$ cat src/rtl/core/ffthr_pkg.sv
package ffthr_pkg;

  localparam int DATA_W    = 24;
  localparam int GAIN_W    = 16;
  localparam int GAIN_FRAC = 12;
  localparam int GRAV_W    = 20;
  localparam int THR_W     = 16;
  localparam int NUM_LANES = 7;
  localparam int PROD_W    = DATA_W + GAIN_W + 1;
  localparam int SUMSQ_W   = 48;
  localparam int RAD_W     = 60;
  localparam int ROOT_W    = 30;
  localparam int REM_W     = 32;
  localparam int QUO_W     = 16;
  localparam int DREM_W    = GRAV_W + QUO_W;

  // register indexes
  localparam logic [2:0] REG_VEL_GAIN  = 3'd0;
  localparam logic [2:0] REG_ACC_GAIN  = 3'd1;
  localparam logic [2:0] REG_YAW_GAIN  = 3'd2;
  localparam logic [2:0] REG_GRAVITY   = 3'd3;
  localparam logic [2:0] REG_HOVER_COL = 3'd4;
  localparam logic [2:0] REG_HOVER_BASE = 3'd5;
  localparam logic [2:0] REG_THRUST_MAX = 3'd6;

  // reset values
  localparam logic [GAIN_W-1:0] RST_GAIN      = 16'd4096;
  localparam logic [GRAV_W-1:0] RST_GRAVITY   = 20'd251136;
  localparam logic [THR_W-1:0]  RST_HOVER_COL = 16'd8192;
  localparam logic [THR_W-1:0]  RST_THR_MAX   = 16'd16384;

  // scaled lanes plus the enable flag travel alongside the thrust path
  typedef struct packed {
    logic                                  en;
    logic [NUM_LANES-1:0][DATA_W-1:0]      ff;
  } side_t;

  typedef struct packed {
    side_t              side;
    logic [RAD_W-1:0]   x;
    logic [REM_W-1:0]   rem;
    logic [ROOT_W-1:0]  root;
  } sq_t;

  typedef struct packed {
    side_t              side;
    logic               ovf;
    logic [DREM_W-1:0]  rem;
    logic [DREM_W-1:0]  d;
    logic [QUO_W-1:0]   q;
  } dv_t;

  // round half up, then saturate to the signed data range
  function automatic logic [DATA_W-1:0] round_sat(input logic signed [PROD_W-1:0] p);
    logic signed [PROD_W-1:0] r;
    logic signed [PROD_W-1:0] hi;
    logic signed [PROD_W-1:0] lo;
    r  = (p + PROD_W'(1 << (GAIN_FRAC - 1))) >>> GAIN_FRAC;
    hi = PROD_W'((1 << (DATA_W - 1)) - 1);
    lo = -hi - PROD_W'(1);
    if (r > hi) begin
      round_sat = hi[DATA_W-1:0];
    end else if (r < lo) begin
      round_sat = lo[DATA_W-1:0];
    end else begin
      round_sat = r[DATA_W-1:0];
    end
  endfunction

endpackage

$ cat src/rtl/core/ffthr_sqrt_cell.sv
module ffthr_sqrt_cell (
  input  logic            clk,
  input  logic            rst,
  input  logic            in_valid,
  output logic            in_ready,
  input  ffthr_pkg::sq_t  in_data,
  output logic            out_valid,
  input  logic            out_ready,
  output ffthr_pkg::sq_t  out_data
);

  localparam int W = ffthr_pkg::REM_W + 2;

  logic load;
  logic [W-1:0] nxt;
  logic [W-1:0] trial;
  ffthr_pkg::sq_t res;

  assign load     = !out_valid || out_ready;
  assign in_ready = load;

  // one root bit: bring down two radicand bits, try subtracting 4r+1
  always_comb begin
    nxt   = {in_data.rem, in_data.x[ffthr_pkg::RAD_W-1 -: 2]};
    trial = {(W - ffthr_pkg::ROOT_W - 2)'(0), in_data.root, 2'b01};
    res.side = in_data.side;
    res.x    = {in_data.x[ffthr_pkg::RAD_W-3:0], 2'b00};
    if (nxt >= trial) begin
      res.rem  = ffthr_pkg::REM_W'(nxt - trial);
      res.root = {in_data.root[ffthr_pkg::ROOT_W-2:0], 1'b1};
    end else begin
      res.rem  = nxt[ffthr_pkg::REM_W-1:0];
      res.root = {in_data.root[ffthr_pkg::ROOT_W-2:0], 1'b0};
    end
  end

  always_ff @(posedge clk) begin
    if (rst) begin
      out_valid <= 1'b0;
    end else if (load) begin
      out_valid <= in_valid;
    end
  end

  always_ff @(posedge clk) begin
    if (load) begin
      out_data <= res;
    end
  end

endmodule

$ cat config.mk
export PLATFORM = sky130hd
export DESIGN_NAME = ffthr_sqrt_cell
export DESIGN_NICKNAME = d
export VERILOG_FILES = /design/src/rtl/core/ffthr_pkg.sv /design/src/rtl/core/ffthr_sqrt_cell.sv
export SDC_FILE = /design/constraint.sdc
export NUM_CORES = 1
export LEC_CHECK = 0
export BUFFER_PORTS_ARGS = -buffer_cell sky130_fd_sc_hd__buf_2
export CAP_MARGIN = 10
export CORE_AREA = 2 2 229 231
export CTS_CLUSTER_SIZE = 14
export DETAILED_ROUTE_END_ITERATION = 10
export DIE_AREA = 0 0 231 233
export RECOVER_POWER = 25
export SYNTH_ARGS = -nofsm -noshare
export SYNTH_HDL_FRONTEND = slang
export SYNTH_SLANG_ARGS = --single-unit
$ cat constraint.sdc
create_clock -name clk -period 13.9 [get_ports clk]
set_clock_uncertainty 0.05 [all_clocks]
set_input_delay 2.085 -clock clk [delete_from_list [all_inputs] [get_ports clk]]
set_output_delay 2.085 -clock clk [all_outputs]
set_load 0.02 [all_outputs]
* Word-level counts from Yosys, hierarchy flattened
Cells that the tools add are included.
Storage, ports and cells: flip-flop bits (word level) 290, bits in latches 0, memory bits (writable) 0, ROM bits 0, input port bits 295, output and inout port bits 293, memories 0
Cells by class: $add $sub $neg 1, multiply operators 0, div/mod/pow operators 0, order comparisons 1, eq/ne operators 0, shift-type cells 0, multiplexer cells 1, bitwise gates (word level) 0, reductions and logical operators 2
Operators by type and width (count):
- $mux W62 | 1
- $ge A34 B32 Y1 | 1
- $sub A32 B32 Y32 | 1
- $logic_not A1 Y1 | 1
- $logic_or A1 B1 Y1 | 1

* Longest topological paths before layout
word-level depth 2, gate-level depth with buffers 12, mapped depth without buffers 10

* Worst setup path after synthesis
OpenSTA, ideal clock, no wires.
path kind input to output, start point input out_ready, end point output in_ready, arrival 9.151 ns, required time 11.765 ns, setup slack 2.614 ns, stages on the path 1, buffers on the path 0, path through nand2b_1
On the way: longest elaborated chain between the ends 1
RTL lines:
- start, declared | line ffthr_sqrt_cell.sv:8 | input logic out_ready,
- $logic_or A1 B1 Y1 | line ffthr_sqrt_cell.sv:19 | assign load = !out_valid || out_ready;
- end, declared | line ffthr_sqrt_cell.sv:5 | output logic in_ready,
No other way between the ends.

* Worst setup path in the final report
Ends and elaborated chain as after synthesis.

==> run metrics <==
Core Region 51100 um^2; Async SR Flop Fraction 0%; worst hold stages 1; Clock Pin Slew Worst Setup and Hold Paths 60 ps; max-cap violation count 0; initial drt markers 435; antenna-violating nets left 0; num rows 83; CTS tree yes; CP arrival 3000 ps; Post-synth EDFFs 289; I/O pins 588; post-CTS sizing 0; Die Y 233 um; area growth from synthesis to layout 44.0%; pin count of the biggest net entering global routing 67; Lkg Pwr 6.97 nW; DR pass1 iterations 5; Register Area 8700 um^2; post-cts hold buffer count 0; post-place setup slack 8420 ps; wire per inst 22.2 um; outcome finished, final reports clean; Yosys reg bits 290; WP data required 11770 ps; worst hold start out_valid; CP Max Fanout 47; Final Total Pwr 2.36 mW; die area 53800 um^2; placed cells 1915; Post-Layout Inst Area 16000 um^2; final-layout fill cell count 5170; post-synthesis sequential area ratio 78.4%; non-filler cells, final 1981; routability cong. 0.843; share of cells above drive strength 1 51.0%; PwrDens 148 nW/um^2; Tot GR Track Use 15.5%; TritonCTS buffer count 36; max-slew violation count 0; post-DP HPWL 34900 um; Clock Latency Late Sink 550 ps; Crit Path Category input pin to output port; r2r worst-path depth 3; Hold Path End out_data[93]; Critical Path Source Type input pin; Slew HR 37.4%; nets 1600; syn avg cell area 16.8 um^2; Fin. Hold Viols 0; initial antenna violation count 16; Cell Area, Placed 14800 um^2; RSZ-0062 raised after global routing no; Mapped Cells 661; Hold WS 994 ps; Post-Syn Area 11100 um^2; Worst Slack Setup Final 8760 ps; Tcrit/Tclk final 37.0%; Die Wd 231 um; DR DRC count 0; Hold Crit Class flop to flop; Post-CTS Setup Repair Bufs 0; Max Fclk 0.195 GHz; setup violators final 0; Starting Density 21.7%; count of different cell masters after synthesis 62; Worst IR Drop VDD 0.000103 V; H-tree levels 2; PortBufs 585; R2R Path Start out_valid; Crit Reg-Reg Endpoint out_data[218]; fin util 31.3%; setup slack, reg-to-reg 10970 ps; count of yosys warnings during synthesis 0; vias in the first global route 8166; global-route wire length before repair 58700 um; commonest register cell after synthesis edfxtp_1; Max Buffers Root-to-Sink 3; Vias 8204; TNS Setup 0 ps; Crit. End Element output port; Slew @ Worst Pin 940 ps; Routed WL 43900 um; vias per cell 4.14; Final min period 5140 ps; Multi-input gate area 2150 um^2; Root Buffer clkbuf_16; global route total overflow 0; CTS Sinks 290
==> state kept, by name, indices dropped and copies added, names as in the netlist <==
name and cells:
out_valid 1, out_data 289
==> cells in the final DEF, fill, tap and decap left out, types with 4 or more instances in the layout <==
cell	count
a21o_1	13
edfxtp_1	289
clkbuf_16	36
a211oi_1	4
clkbuf_1	4
buf_2	583
clkinv_2	6
nand3_1	8
o21ai_1	8
nor3_1	6
nand4_1	6
a21oi_1	27
o21ai_0	39
ha_1	32
and3_1	5
clkinv_1	8
nor2_1	21
xor2_1	12
nand2_1	50
clkinv_4	4
o21bai_1	7
inv_1	42
xnor2_1	12
buf_4	5
==> area by class of cell <==
cell class	instances	share of cell area, %
clock inverters	27	1.51
flip-flops and latches	290	54.5
inverters	42	0.987
multi-input cells	313	13.5
clock buffers	38	5.69
diodes	1	0.0157
repair buffers	590	18.6
well taps	680	5.33
==> how the worst max path moves through the flow <==
stage,depth (start not counted),start,endpoint,slack [ps]
final,3,out_ready,in_ready,8760
after global routing,3,out_ready,in_ready,8670
after CTS,3,out_ready,in_ready,8750
after detailed placement,12,in_data[11],out_data[34],8420
after global placement,12,in_data[11],out_data[34],8470
after floorplan,1,out_ready,in_ready,2610
==> Yosys cell counts (4+ instances only) <==
cell / number / area (um^2)
o21ai_0: 39 / 195
a21o_1: 13 / 97.6
nor3_1: 6 / 30.0
a211oi_1: 4 / 30.0
xnor2_1: 12 / 105
o21ai_1: 8 / 40.0
and3_1: 5 / 31.3
nand2_1: 50 / 188
a21oi_1: 27 / 135
ha_1: 32 / 400
nand4_1: 6 / 37.5
nor2_1: 21 / 78.8
xor2_1: 12 / 105
inv_1: 42 / 158
nand3_1: 8 / 40.0
o21bai_1: 7 / 52.6
buf_2: 4 / 20.0
clkbuf_1: 6 / 22.5
buf_4: 7 / 52.6
edfxtp_1: 289 / 8680
==> report_power, final <==
group / switching, mW / total (mW) / leakage [nW] / internal, mW
clock: 0.390 / 0.925 / 0.557 / 0.535
sequential: 0.0209 / 1.07 / 3.00 / 1.05
combinational: 0.242 / 0.363 / 3.40 / 0.121
total: 0.653 / 2.36 / 6.97 / 1.70
==> metal layers <==
layer  track usage [%]  part of all wire (%)  routed length, um  vias to the layer above
li1                  -                     -                  -                     3749
met1              16.6                    36              15800                     3960
met2              28.9                    53              23400                      401
met3              4.71                   7.8               3410                       78
met4              4.98                   2.7               1190                       16
met5                 0                  0.24                104                        -
==> worst max-delay path: stages <==
cell and delay [ps]:
buf_2 70, nand2b_4 510, buf_2 310
==> cell families (layout without fill, tap and decap cells) <==
family / Yosys count / count (layout) / synth area share [%]
multiplexers: 2 / 2 / 0.181
flip-flops: 290 / 290 / 78.4
adder cells (fa/ha/maj): 32 / 32 / 3.61
AO/OA/AOI/OAI: 135 / 135 / 8.38
XOR/XNOR: 24 / 24 / 1.90
buffers and inverters: 59 / 697 / 2.28
other: 1 / 3 / 0.0338
AND/OR/NAND/NOR: 118 / 118 / 5.18
Power figures use the tool's default switching activity.
