### config.mk
export PLATFORM = sky130hd
export DESIGN_NAME = ffthr_div_cell
export DESIGN_NICKNAME = d
export VERILOG_FILES = /design/src/rtl/core/ffthr_pkg.sv /design/src/rtl/core/ffthr_div_cell.sv
export SDC_FILE = /design/constraint.sdc
export NUM_CORES = 1
export LEC_CHECK = 0
export ABC_AREA = 1
export BUFFER_PORTS_ARGS = -buffer_cell sky130_fd_sc_hd__buf_2
export CORE_MARGIN = 2
export CORE_UTILIZATION = 25
export DETAILED_ROUTE_END_ITERATION = 12
export HOLD_SLACK_MARGIN = 0.12
export PLACE_DENSITY_LB_ADDON = 0.05
export SYNTH_ARGS = -nofsm -noshare
export SYNTH_HDL_FRONTEND = slang
export SYNTH_SLANG_ARGS = --single-unit
### constraint.sdc
create_clock -name clk -period 12 [get_ports clk]
set_input_delay 0.6 -clock clk [delete_from_list [all_inputs] [get_ports clk]]
set_output_delay 0.6 -clock clk [all_outputs]
set_load 0.03 [all_outputs]
### src/rtl/core/ffthr_pkg.sv
package ffthr_pkg;

  localparam int DATA_W    = 24;
  localparam int GAIN_W    = 16;
  localparam int GAIN_FRAC = 12;
  localparam int GRAV_W    = 20;
  localparam int THR_W     = 16;
  localparam int NUM_LANES = 7;
  localparam int PROD_W    = DATA_W + GAIN_W + 1;
  localparam int SUMSQ_W   = 48;
  localparam int RAD_W     = 60;
  localparam int ROOT_W    = 30;
  localparam int REM_W     = 32;
  localparam int QUO_W     = 16;
  localparam int DREM_W    = GRAV_W + QUO_W;

  // register indexes
  localparam logic [2:0] REG_VEL_GAIN  = 3'd0;
  localparam logic [2:0] REG_ACC_GAIN  = 3'd1;
  localparam logic [2:0] REG_YAW_GAIN  = 3'd2;
  localparam logic [2:0] REG_GRAVITY   = 3'd3;
  localparam logic [2:0] REG_HOVER_COL = 3'd4;
  localparam logic [2:0] REG_HOVER_BASE = 3'd5;
  localparam logic [2:0] REG_THRUST_MAX = 3'd6;

  // reset values
  localparam logic [GAIN_W-1:0] RST_GAIN      = 16'd4096;
  localparam logic [GRAV_W-1:0] RST_GRAVITY   = 20'd251136;
  localparam logic [THR_W-1:0]  RST_HOVER_COL = 16'd8192;
  localparam logic [THR_W-1:0]  RST_THR_MAX   = 16'd16384;

  // scaled lanes plus the enable flag travel alongside the thrust path
  typedef struct packed {
    logic                                  en;
    logic [NUM_LANES-1:0][DATA_W-1:0]      ff;
  } side_t;

  typedef struct packed {
    side_t              side;
    logic [RAD_W-1:0]   x;
    logic [REM_W-1:0]   rem;
    logic [ROOT_W-1:0]  root;
  } sq_t;

  typedef struct packed {
    side_t              side;
    logic               ovf;
    logic [DREM_W-1:0]  rem;
    logic [DREM_W-1:0]  d;
    logic [QUO_W-1:0]   q;
  } dv_t;

  // round half up, then saturate to the signed data range
  function automatic logic [DATA_W-1:0] round_sat(input logic signed [PROD_W-1:0] p);
    logic signed [PROD_W-1:0] r;
    logic signed [PROD_W-1:0] hi;
    logic signed [PROD_W-1:0] lo;
    r  = (p + PROD_W'(1 << (GAIN_FRAC - 1))) >>> GAIN_FRAC;
    hi = PROD_W'((1 << (DATA_W - 1)) - 1);
    lo = -hi - PROD_W'(1);
    if (r > hi) begin
      round_sat = hi[DATA_W-1:0];
    end else if (r < lo) begin
      round_sat = lo[DATA_W-1:0];
    end else begin
      round_sat = r[DATA_W-1:0];
    end
  endfunction

endpackage

### src/rtl/core/ffthr_div_cell.sv
module ffthr_div_cell (
  input  logic            clk,
  input  logic            rst,
  input  logic            in_valid,
  output logic            in_ready,
  input  ffthr_pkg::dv_t  in_data,
  output logic            out_valid,
  input  logic            out_ready,
  output ffthr_pkg::dv_t  out_data
);

  logic load;
  ffthr_pkg::dv_t res;

  assign load     = !out_valid || out_ready;
  assign in_ready = load;

  // one quotient bit: restoring compare and subtract, divisor moves down
  always_comb begin
    res      = in_data;
    res.d    = {1'b0, in_data.d[ffthr_pkg::DREM_W-1:1]};
    if (in_data.rem >= in_data.d) begin
      res.rem = in_data.rem - in_data.d;
      res.q   = {in_data.q[ffthr_pkg::QUO_W-2:0], 1'b1};
    end else begin
      res.q   = {in_data.q[ffthr_pkg::QUO_W-2:0], 1'b0};
    end
  end

  always_ff @(posedge clk) begin
    if (rst) begin
      out_valid <= 1'b0;
    end else if (load) begin
      out_valid <= in_valid;
    end
  end

  always_ff @(posedge clk) begin
    if (load) begin
      out_data <= res;
    end
  end

endmodule

Word level (Yosys, flattened, before mapping). Index checks and enable logic that the tools add are counted.

Magnitude comparators: 1. Reduce and logical (&&, ||, !) cells: 2. Add/sub/neg operators: 1. Multiplexer cells: 2.

Operators by type and width (count): $ge 36x36->1 (1); $mux 36 (1); $sub 36x36->36 (1); $logic_not 1->1 (1); $logic_or 1x1->1 (1); $mux 1 (1).

Logic and storage cells: 19. Input bits: 262. Register bits: 258. Output and inout bits: 260.

Longest topological paths before layout. Gate-level depths: netlist of the first run.

Word-level depth: 2. Gate-level depth with buffers: 16. Gate-level depth less buffers: 15.

Least setup slack after synthesis of the first run. No wires, ideal clock.

Path type: input to register. Start point: input out_ready. End point: register out_data[0] (netlist name) (enable). Cell stages on the path: 2. Slack: 5.048 ns. Data required time: 9.978 ns. Library setup time: 2.022 ns. Buffers on the path: 0. Arrival time: 4.930 ns. Path through: inv_1 > nand2_1.

Word-level cells in the longest chain between the ends: 1.

Ends and longest elaborated chain: start, declared (line ffthr_div_cell.sv:8) `input logic out_ready,`; $logic_or 1x1->1 (line ffthr_div_cell.sv:15) `assign load = !out_valid || out_ready;`; named net in_ready (line ffthr_div_cell.sv:5) `output logic in_ready,`; end signal, assigned (line ffthr_div_cell.sv:40) `out_data <= res;`; end, declared (line ffthr_div_cell.sv:9) `output ffthr_pkg::dv_t out_data`.

The timed path passes the listed nets, and every way through them passes these cells. A chain may end at the register's enable or synchronous reset.

==> flow_summary.yaml, run 1 <==
sta:
  setup_viol: 0
  fin_setup_tns_ns: 0
  relSlewSlack_pct: 40.7
  finalCritPeriodShare_pct: 24.4
  clock_skew_ns: 0.0104
  slew_violations: 0
  rsz0062_at_grt: "no"
  hold_violations: 0
  fmax_mhz: 342
  period_minus_slack_ns: 2.93
  worst_slew_pin_slew_ns: 0.889
floorplan:
  start_util_pct: 25.2
  die-area_um2: 46000
  die_h_um: 214
  die_w_um: 214
  pin_count: 522
  coreArea_um2: 43900
  num_rows: 77
power:
  p_per_area_nw_per_um2: 158
  p_total_mw: 2.41
  switching_share_pct: 30.2
  leakage_nw: 7.42
  combPwrFrac_pct: 20.0
  pwr-share-clk_pct: 34.5
  netSwitchingPower_mw: 0.727
  intPower_mw: 1.68
  seq_power_share_pct: 45.6
  irDropWorstVdd_uv: 105
setup_path:
  worstPathRequired_ns: 12.31
  cp_max_fo: 40
  endpoint_kind: "flip-flop"
  crit_buf_inv: 4
  worst-setup-path-type: "in2reg"
  startpoint_type: "primary input"
  cp.arrival_ns: 3.24
  crit_chain: "buf_2, inv_1, ha_1, fa_1, inv_1, nand3_1, nand3_2, nand3_1, nand3_2, nand2_1, nand2_1, nand2_2, nand2_4, inv_2, nand2_1, nand2_1"
  critical-path-top-delay-family: "simple AND/OR/NAND/NOR gates"
  cpMaxStageDelayCell: "fa_1"
  path_common_cell: "nand2_1"
  max_stage_delay_ns: 0.41
cts:
  tritoncts: "done"
  h-tree-depth: 1
  hold_buffers: 0
  cts_root_buffer: "clkbuf_16"
  ctsResizeCount: 0
  path_clk_slew_ns: 0.06
  postCtsSetupBuffers: 0
  clockBufferDepth: 3
  cts.sinks: 258
  clk_latency_ns: 0.56
  numCtsBuffers: 30
global_route:
  grt_pass1_wl_um: 59000
  use_met1_pct: 19.2
  grt_remaining_overflow: 0
  grt_util_met3_pct: 5.82
  grt_max_degree: 155
  grt_busiest_layer: "met2"
  antenna_found_initial: 17
  grt.total_usage_pct: 17.4
  use_met2_pct: 31.7
  grt_pass1_vias: 8639
place:
  io_buffers: 519
  dpl.hpwl_um: 33400
  place_congestion: 0.833
yosys:
  syn_area_um2: 11100
  syn_avg_cell_area_um2: 11.5
  ys_top_cells_by_area: "edfxtp_1 70%, nand2_1 11%, inv_1 5.2%, ha_1 4.1%, nand3_1 1.9%"
  yosysWarnings: 0
  yosys.area.top_type_share_pct: 69.7
  synth_top_cell_by_area: "edfxtp_1"
  synth-seq-cells: 258
  yosysSeqAreaShare_pct: 69.9
  syn_nets: 1259
  synthDistinctLibCells: 30
  syn_inst: 960
routing:
  drt_iter0_markers: 492
  num_vias: 8671
  vias_per_cell: 4.09
  routed_wl_um: 41300
  ant_nets: 0
  drcViolationCount: 0
  dr.pass1.iters: 4
  post_drt_wl_per_cell_um: 19.4
job:
  maxCapViolCount: 0
finish:
  fin_nets: 1804
  layout_commonest_cell: "buf_2"
  area_delta_synth_final_pct: 37.7
  drive_gt1_share_pct: 38.0
  final_cell_mix: "519 x buf_2, 312 x nand2_1, 257 x edfxtp_1"
outcome:
  outcome: "complete, no violations"
worst_hold_path:
  hold_class: "in2reg"
[worst paths after layout]
path / end / cells past startpoint / startpoint / slack, ns
hold / removal: out_valid$_SDFFE_PP0P_ / 2 / rst / 0.19
setup / recovery: out_data[82]$_DFFE_PP_ / 16 / in_data[52] / 9.07
hold reg to reg: out_data[176]$_DFFE_PP_ / 1 / out_valid$_SDFFE_PP0P_ / 1.10
setup reg to reg: out_data[129]$_DFFE_PP_ / 2 / out_valid$_SDFFE_PP0P_ / 9.91
[routing by layer]
metal  up-vias  wire [µm]
li1       4261          -
met5         -        166
met1      3990      15600
met4        24       1240
met3        86       3280
met2       310      21000
[cell families (layout without fill, tap and decap cells)]
logic type | after synthesis | in the layout | synth area share (%)
and+or+nand+nor | 434 | 434 | 16.1
DFF | 258 | 258 | 69.9
buffers and inverters | 163 | 730 | 6.03
AOI/OAI and AO/OA | 48 | 48 | 2.24
adders and majority gates | 37 | 37 | 4.25
xor gates and xnor gates | 19 | 19 | 1.50
other | 1 | 4 | 0.0339
[worst register-to-register path, stage by stage (launching register included)]
cell,delay (ns)
dfxtp_1,0.34
nand2_4,0.52
buf_12,0.67
[synth_stat cells]
cell	count
nor2_1	46
nor2_4	1
buf_8	1
xnor2_1	1
inv_2	3
o21bai_1	3
and2_1	1
inv_1	152
nand2_1	313
nand3b_1	5
ha_1	36
buf_12	1
buf_4	1
edfxtp_1	257
buf_2	2
nand3_2	2
nand4_1	2
o21ai_0	15
nand3_1	41
buf_6	3
nand2_2	6
nor3_1	9
fa_1	1
xor2_1	18
a21oi_1	30
nor2_2	5
nor4_1	2
nand2_4	1
dfxtp_1	1
conb_1	1
[final cells by class]
class / count / area (µm²)
flip-flops and latches: 258 / 7740
well taps: 592 / 741
repair buffers: 521 / 2630
inverters: 155 / 582
diodes: 3 / 7.51
clock buffers: 38 / 802
fillers: 4630 / 28700
multi-input cells: 539 / 2670
clock inverters: 16 / 77.6
[power groups by stage]
| stage | sequential (mW) | clock [mW] | combinational, mW |
|---|---|---|---|
| after floorplan | 1.29 | 0 | 0.148 |
| after global placement | 1.12 | 0 | 0.491 |
| after detailed placement | 1.12 | 0 | 0.490 |
| after CTS | 1.10 | 0.870 | 0.492 |
| after global routing | 1.10 | 0.905 | 0.523 |
| final | 1.10 | 0.831 | 0.481 |
[state kept, by name, summed over array words and instances (netlist names)]
signal and flops:
out_data 257, out_valid 1
[through the flow]
step                worst slack [ns]  hold slack, ns  util (%)  cells  instance area, µm²
floorplan                       5.05           0.669         -    960               11100
global placement                8.35           0.763      32.7   2065               14400
detailed placement              8.33           0.767      32.7   2065               14400
CTS                             8.94           0.150      34.7   2119               15200
global route                    8.70           0.155      34.7   2120               15200
finish                          9.07           0.192      34.7   2122               15200
Note: power is estimated with default switching activity, not from simulation.
==> run 2: changes to the inputs <==
==> constraint.sdc (replaced) <==
create_clock -name clk -period 3 [get_ports clk]
set_input_delay 0.15 -clock clk [delete_from_list [all_inputs] [get_ports clk]]
set_output_delay 0.15 -clock clk [all_outputs]
set_load 0.03 [all_outputs]
==> run 2 against run 1 <==
  * Die area is the same
  * Final cell count up 13%
  * Clock power increased to 4.6 times the previous value
  * Sequential share of layout area down 8.1 points
  * Combinational power grew to 4.7 times the previous value
  * Final area grew 19%
  * Global-route usage is 0.90 points higher
  * Clock skew is 0.0040 ns lower
  * Sequential cell count unchanged
  * Core utilization is 6.5 points higher
  * Clock-buffer cell count fell by 1
  * Critical endpoint is now out_data[52]$_DFFE_PP_
==> flow_summary.yaml, run 2 (synthesis gave the netlist of run 1 again) <==
setup_path:
  worstPathRequired_ns: 3.31
  cp_max_fo: 12
  endpoint_kind: "flip-flop"
  crit_chain: "dlygate4sd3_1, buf_2, inv_1, ha_1, fa_1, inv_1, nand3_1, nand3_2, nand3_1, nand3_2, nand2_1, nand2_1, nand2_2, nand2_4, buf_12, o21ai_0, dlygate4sd3_1"
  critical-path-top-delay-family: "buffers and inverters"
  crit_buf_inv: 6
  cpMaxStageDelayCell: "dlygate4sd3_1"
  max_stage_delay_ns: 0.56
  startpoint_type: "primary input"
  worst-setup-path-type: "in2reg"
  cp.arrival_ns: 3.12
global_route:
  grt_max_degree: 73
  grt_pass1_vias: 9990
  grt_pass1_wl_um: 63900
  grt.total_usage_pct: 18.3
  antenna_found_initial: 3
  grt_remaining_overflow: 0
outcome:
  outcome: "complete, no violations"
worst_hold_path:
  hold_class: "in2reg"
floorplan:
  die-area_um2: 46000
  pin_count: 522
  num_rows: 77
  start_util_pct: 25.2
  die_w_um: 214
  die_h_um: 214
  coreArea_um2: 43900
place:
  dpl.hpwl_um: 33600
  place_congestion: 0.852
  place_worst_setup_slack_ns: 0.406
  io_buffers: 519
finish:
  fin_nets: 2074
  largest-register: "out_data"
  largest_reg_flops: 257
  area_delta_synth_final_pct: 63.7
  top_regs: "out_data: 257 flops, out_valid: 1 flops"
  layout_commonest_cell: "buf_2"
  drive_gt1_share_pct: 33.1
  fill_cells: 4429
  multi_input_area_um2: 2680
  final_cell_mix: "519 x buf_2, 312 x nand2_1, 259 x dlygate4sd3_1"
  regArea_um2: 7740
routing:
  drt_iter0_markers: 398
  ant_nets: 0
  vias_per_cell: 4.03
  post_drt_wl_per_cell_um: 17.9
  routed_wl_um: 42900
  drcViolationCount: 0
  dr.pass1.iters: 4
  num_vias: 9653
sta:
  finalCritPeriodShare_pct: 93.4
  period_minus_slack_ns: 2.80
  hold_violations: 0
  rsz0062_at_grt: "no"
  worst_slew_pin_slew_ns: 0.732
  clock_skew_ns: 0.00631
  relSlewSlack_pct: 51.1
  timing.final.ws_setup_ns: 0.198
  setup_viol: 0
  fin_setup_tns_ns: 0
  fmax_mhz: 357
  slew_violations: 0
cts:
  cts_root_buffer: "clkbuf_16"
  h-tree-depth: 1
  tritoncts: "done"
  numCtsBuffers: 31
  clk_latency_ns: 0.57
  path_clk_slew_ns: 0.06
  clockBufferDepth: 3
  cts.sinks: 258
power:
  p_per_area_nw_per_um2: 579
  leakage_nw: 8.63
  irDropWorstVdd_uv: 426
  p_total_mw: 10.5
job:
  maxCapViolCount: 0
-- run 2: cell types whose count changed in the layout (fill, tap and decap cells not counted), moves of 2 or more --
cell,change
inv_6,+2
bufinv_16,+5
buf_12,+2
dlygate4sd3_1,+259
clkinv_2,-5
buf_4,+7
-- run 2: cell type report --
class                   count  share of cell area [%]
clock inverters            21                    1.33
inverters                 155                    3.21
flip-flops and latches    258                    42.7
clock buffers              37                    4.41
repair buffers            790                    29.4
diodes                      2                  0.0276
multi-input cells         539                    14.8
well taps                 592                    4.09
-- run 2: layer usage --
| layer | GRT usage [%] | up-vias | part of all wire (%) |
|---|---|---|---|
| met5 | 0 | - | 0.054 |
| met4 | 4.91 | 4 | 2.3 |
| met3 | 3.73 | 55 | 5.5 |
| met2 | 33.0 | 292 | 51 |
| met1 | 22.2 | 4495 | 41 |
| li1 | - | 4807 | - |
-- run 2: final timing paths --
check,startpoint,end,slack (ns),depth (start not counted)
max,in_data[52],out_data[52]$_DFFE_PP_,0.20,17
min,in_data[192],out_data[192]$_DFFE_PP_,0.29,2
max reg2reg,out_valid$_SDFFE_PP0P_,out_valid$_SDFFE_PP0P_,1.19,4
min reg2reg,out_valid$_SDFFE_PP0P_,out_data[117]$_DFFE_PP_,0.98,1
-- run 2: report_power, final --
group | total, mW | internal, mW | switching [mW]
clock | 3.85 | 2.32 | 1.52
combinational | 2.26 | 0.789 | 1.47
sequential | 4.39 | 4.32 | 0.0706
-- run 2: repair_timing --
item	4_1_cts	5_1_grt
gates resized for setup	0	3
setup endpoints to repair	0	1
setup buffers	0	4
endpoints found under the hold margin	257	0
hold buffers	259	0
-- run 2: worst reg2reg max path, cell delays in order, from the launching register on --
cell	delay, ns
dfxtp_1	0.36
nand2_8	0.38
buf_4	0.32
a21oi_1	0.09
dlygate4sd3_1	0.55
-- run 2: metrics by stage --
step                      utilization (%)  std cells  hold WS (ns)  cell area, µm²
after detailed placement             32.8       2070         0.311           14400
after floorplan                         -        960         0.219           11100
final                                41.2       2394         0.288           18100
after global routing                 41.2       2393         0.257           18100
after CTS                            41.1       2387         0.241           18000
after global placement               32.8       2070         0.311           14400
==> run 3: changes to the inputs <==
--- a/config.mk
+++ b/config.mk
@@ -10,6 +10,7 @@
 export CORE_MARGIN = 2
 export CORE_UTILIZATION = 25
 export DETAILED_ROUTE_END_ITERATION = 12
+export GPL_TIMING_DRIVEN = 0
 export HOLD_SLACK_MARGIN = 0.12
 export PLACE_DENSITY_LB_ADDON = 0.05
 export SYNTH_ARGS = -nofsm -noshare
==> run 3 against run 2 <==
  * Register-to-register slack got worse by 0.14 ns
  * Sequential share of layout area rose by 0.28 points
  * Sequential power barely moved
  * Critical path depth did not move
  * First-iteration DRC count rose by 21%
  * Global-route usage fell by 0.26 points
  * Via count fell by 0.10%
  * Final area fell by 0.64%
  * Clock power fell by 12%
  * Largest cell class unchanged
==> flow_summary.yaml, run 3 (synthesis gave the netlist of run 1 again) <==
outcome:
  outcome: "complete, no violations"
global_route:
  grt_pass1_wl_um: 63200
  antenna_found_initial: 2
  grt.total_usage_pct: 18.1
  grt_remaining_overflow: 0
  grt_pass1_vias: 10100
  grt_max_degree: 116
sta:
  worst_slew_pin_slew_ns: 0.663
  fin_setup_tns_ns: 0
  fmax_mhz: 353
  rsz0062_at_grt: "no"
  hold_violations: 0
  relSlewSlack_pct: 55.8
  setup_viol: 0
  clock_skew_ns: 0.00991
  period_minus_slack_ns: 2.83
  finalCritPeriodShare_pct: 94.5
  slew_violations: 0
power:
  leakage_nw: 8.56
  seq_power_share_pct: 43.7
  netSwitchingPower_mw: 2.97
  irDropWorstVdd_uv: 395
  combPwrFrac_pct: 22.5
  p_per_area_nw_per_um2: 559
  switching_share_pct: 29.6
  intPower_mw: 7.09
  pwr-share-clk_pct: 33.8
  p_total_mw: 10.1
finish:
  largest_reg_flops: 257
  final_cell_mix: "521 x buf_2, 311 x nand2_1, 259 x dlygate4sd3_1"
  layout.cells.non_filler: 2388
  drive_gt1_share_pct: 32.8
  fin_area_um2: 18000
  area_delta_synth_final_pct: 62.6
  fin_nets: 2073
  top_regs: "out_data: 257 flops, out_valid: 1 flops"
  largest-register: "out_data"
  layout_commonest_cell: "buf_2"
setup_path:
  r2r_start: "out_valid$_SDFFE_PP0P_"
  startpoint_type: "primary input"
  cp_max_fo: 10
  worst-setup-path-type: "in2reg"
  worstPathRequired_ns: 3.31
  critPathCapture: "out_data[52]$_DFFE_PP_"
  r2r_end: "out_valid$_SDFFE_PP0P_"
  cp.arrival_ns: 3.15
  reg2reg_depth: 4
  endpoint_kind: "flip-flop"
  r2r_setup_slack_ns: 1.05
  worstSetupStartpoint: "in_data[52]"
cts:
  clk_latency_ns: 0.56
  clockBufferDepth: 3
  tritoncts: "done"
  path_clk_slew_ns: 0.06
  cts.sinks: 258
  cts_root_buffer: "clkbuf_16"
  numCtsBuffers: 31
  h-tree-depth: 1
worst_hold_path:
  hold_class: "in2reg"
floorplan:
  num_rows: 77
  die-area_um2: 46000
  die_w_um: 214
  start_util_pct: 25.2
  coreArea_um2: 43900
  die_h_um: 214
  pin_count: 522
routing:
  routed_wl_um: 42100
  num_vias: 9643
  vias_per_cell: 4.04
  drcViolationCount: 0
  drt_iter0_markers: 480
  dr.pass1.iters: 5
  post_drt_wl_per_cell_um: 17.6
  ant_nets: 0
place:
  place_congestion: 0.852
  io_buffers: 519
  dp_cells: 2073
  dpl.hpwl_um: 33300
  postPlaceCellArea_um2: 14500
job:
  maxCapViolCount: 0
[run 3: power groups by stage]
stage                     Sequential [mW]  Clock (mW)  Combinational, mW
after detailed placement             4.46           0               2.00
after global routing                 4.42        3.70               2.45
after CTS                            4.39        3.56               2.30
after global placement               4.48           0               1.99
after floorplan                      5.12           0              0.592
final                                4.39        3.40               2.26
[run 3: timing repair]
item | CTS | global route
endpoints found under the hold margin | 257 | 0
endpoints found under the setup margin | 0 | 1
buffers inserted | 0 | 1
hold buffers | 259 | 0
gates resized for setup | 0 | 2
[run 3: metal layers]
layer / vias to the layer above / track usage [%] / routed length (µm)
met4: 2 / 5.51 / 1270
met3: 61 / 3.38 / 2190
met2: 297 / 32.7 / 21400
li1: 4802 / - / -
met1: 4481 / 21.7 / 17200
met5: - / 0 / 13
[run 3: final cells by class]
class                   count  area, µm²
plain buffers               8       86.3
fillers                  4448      25900
inverters                 155        582
repair buffers            781       5250
clock buffers              41        813
well taps                 592        741
clock inverters            13       97.6
diodes                      1       2.50
flip-flops and latches    258       7740
multi-input cells         539       2690
[run 3: how the worst min path moves through the flow]
stage / slack (ns) / start / to / depth (start not counted)
after global routing: 0.27 / in_data[148] / out_data[148]$_DFFE_PP_ / 2
final: 0.30 / in_data[96] / out_data[96]$_DFFE_PP_ / 2
after global placement: 0.31 / rst / out_valid$_SDFFE_PP0P_ / 2
after CTS: 0.26 / in_data[205] / out_data[205]$_DFFE_PP_ / 2
after detailed placement: 0.32 / rst / out_valid$_SDFFE_PP0P_ / 2
after floorplan: 0.22 / rst / out_valid$_SDFFE_PP0P_ / 1
[run 3: worst max-delay path: stages]
cell	delay, ns
dlygate4sd3_1	0.51
buf_2	0.09
inv_1	0.04
ha_1	0.20
fa_1	0.41
inv_1	0.11
nand3_1	0.09
nand3_2	0.11
nand3_1	0.12
nand3_4	0.14
nand2_1	0.10
nand2_2	0.11
nand2_2	0.07
nand2_4	0.09
buf_8	0.15
o21ai_0	0.08
dlygate4sd3_1	0.55
[run 3: stage by stage]
step,utilization (%),setup slack (ns),hold WS (ns)
2_1_floorplan,-,0.302,0.219
3_3_place_gp,32.8,-0.636,0.313
3_5_place_dp,33.0,0.448,0.316
4_1_cts,40.9,0.154,0.257
5_1_grt,41.0,0.0198,0.271
6_report,41.0,0.165,0.299
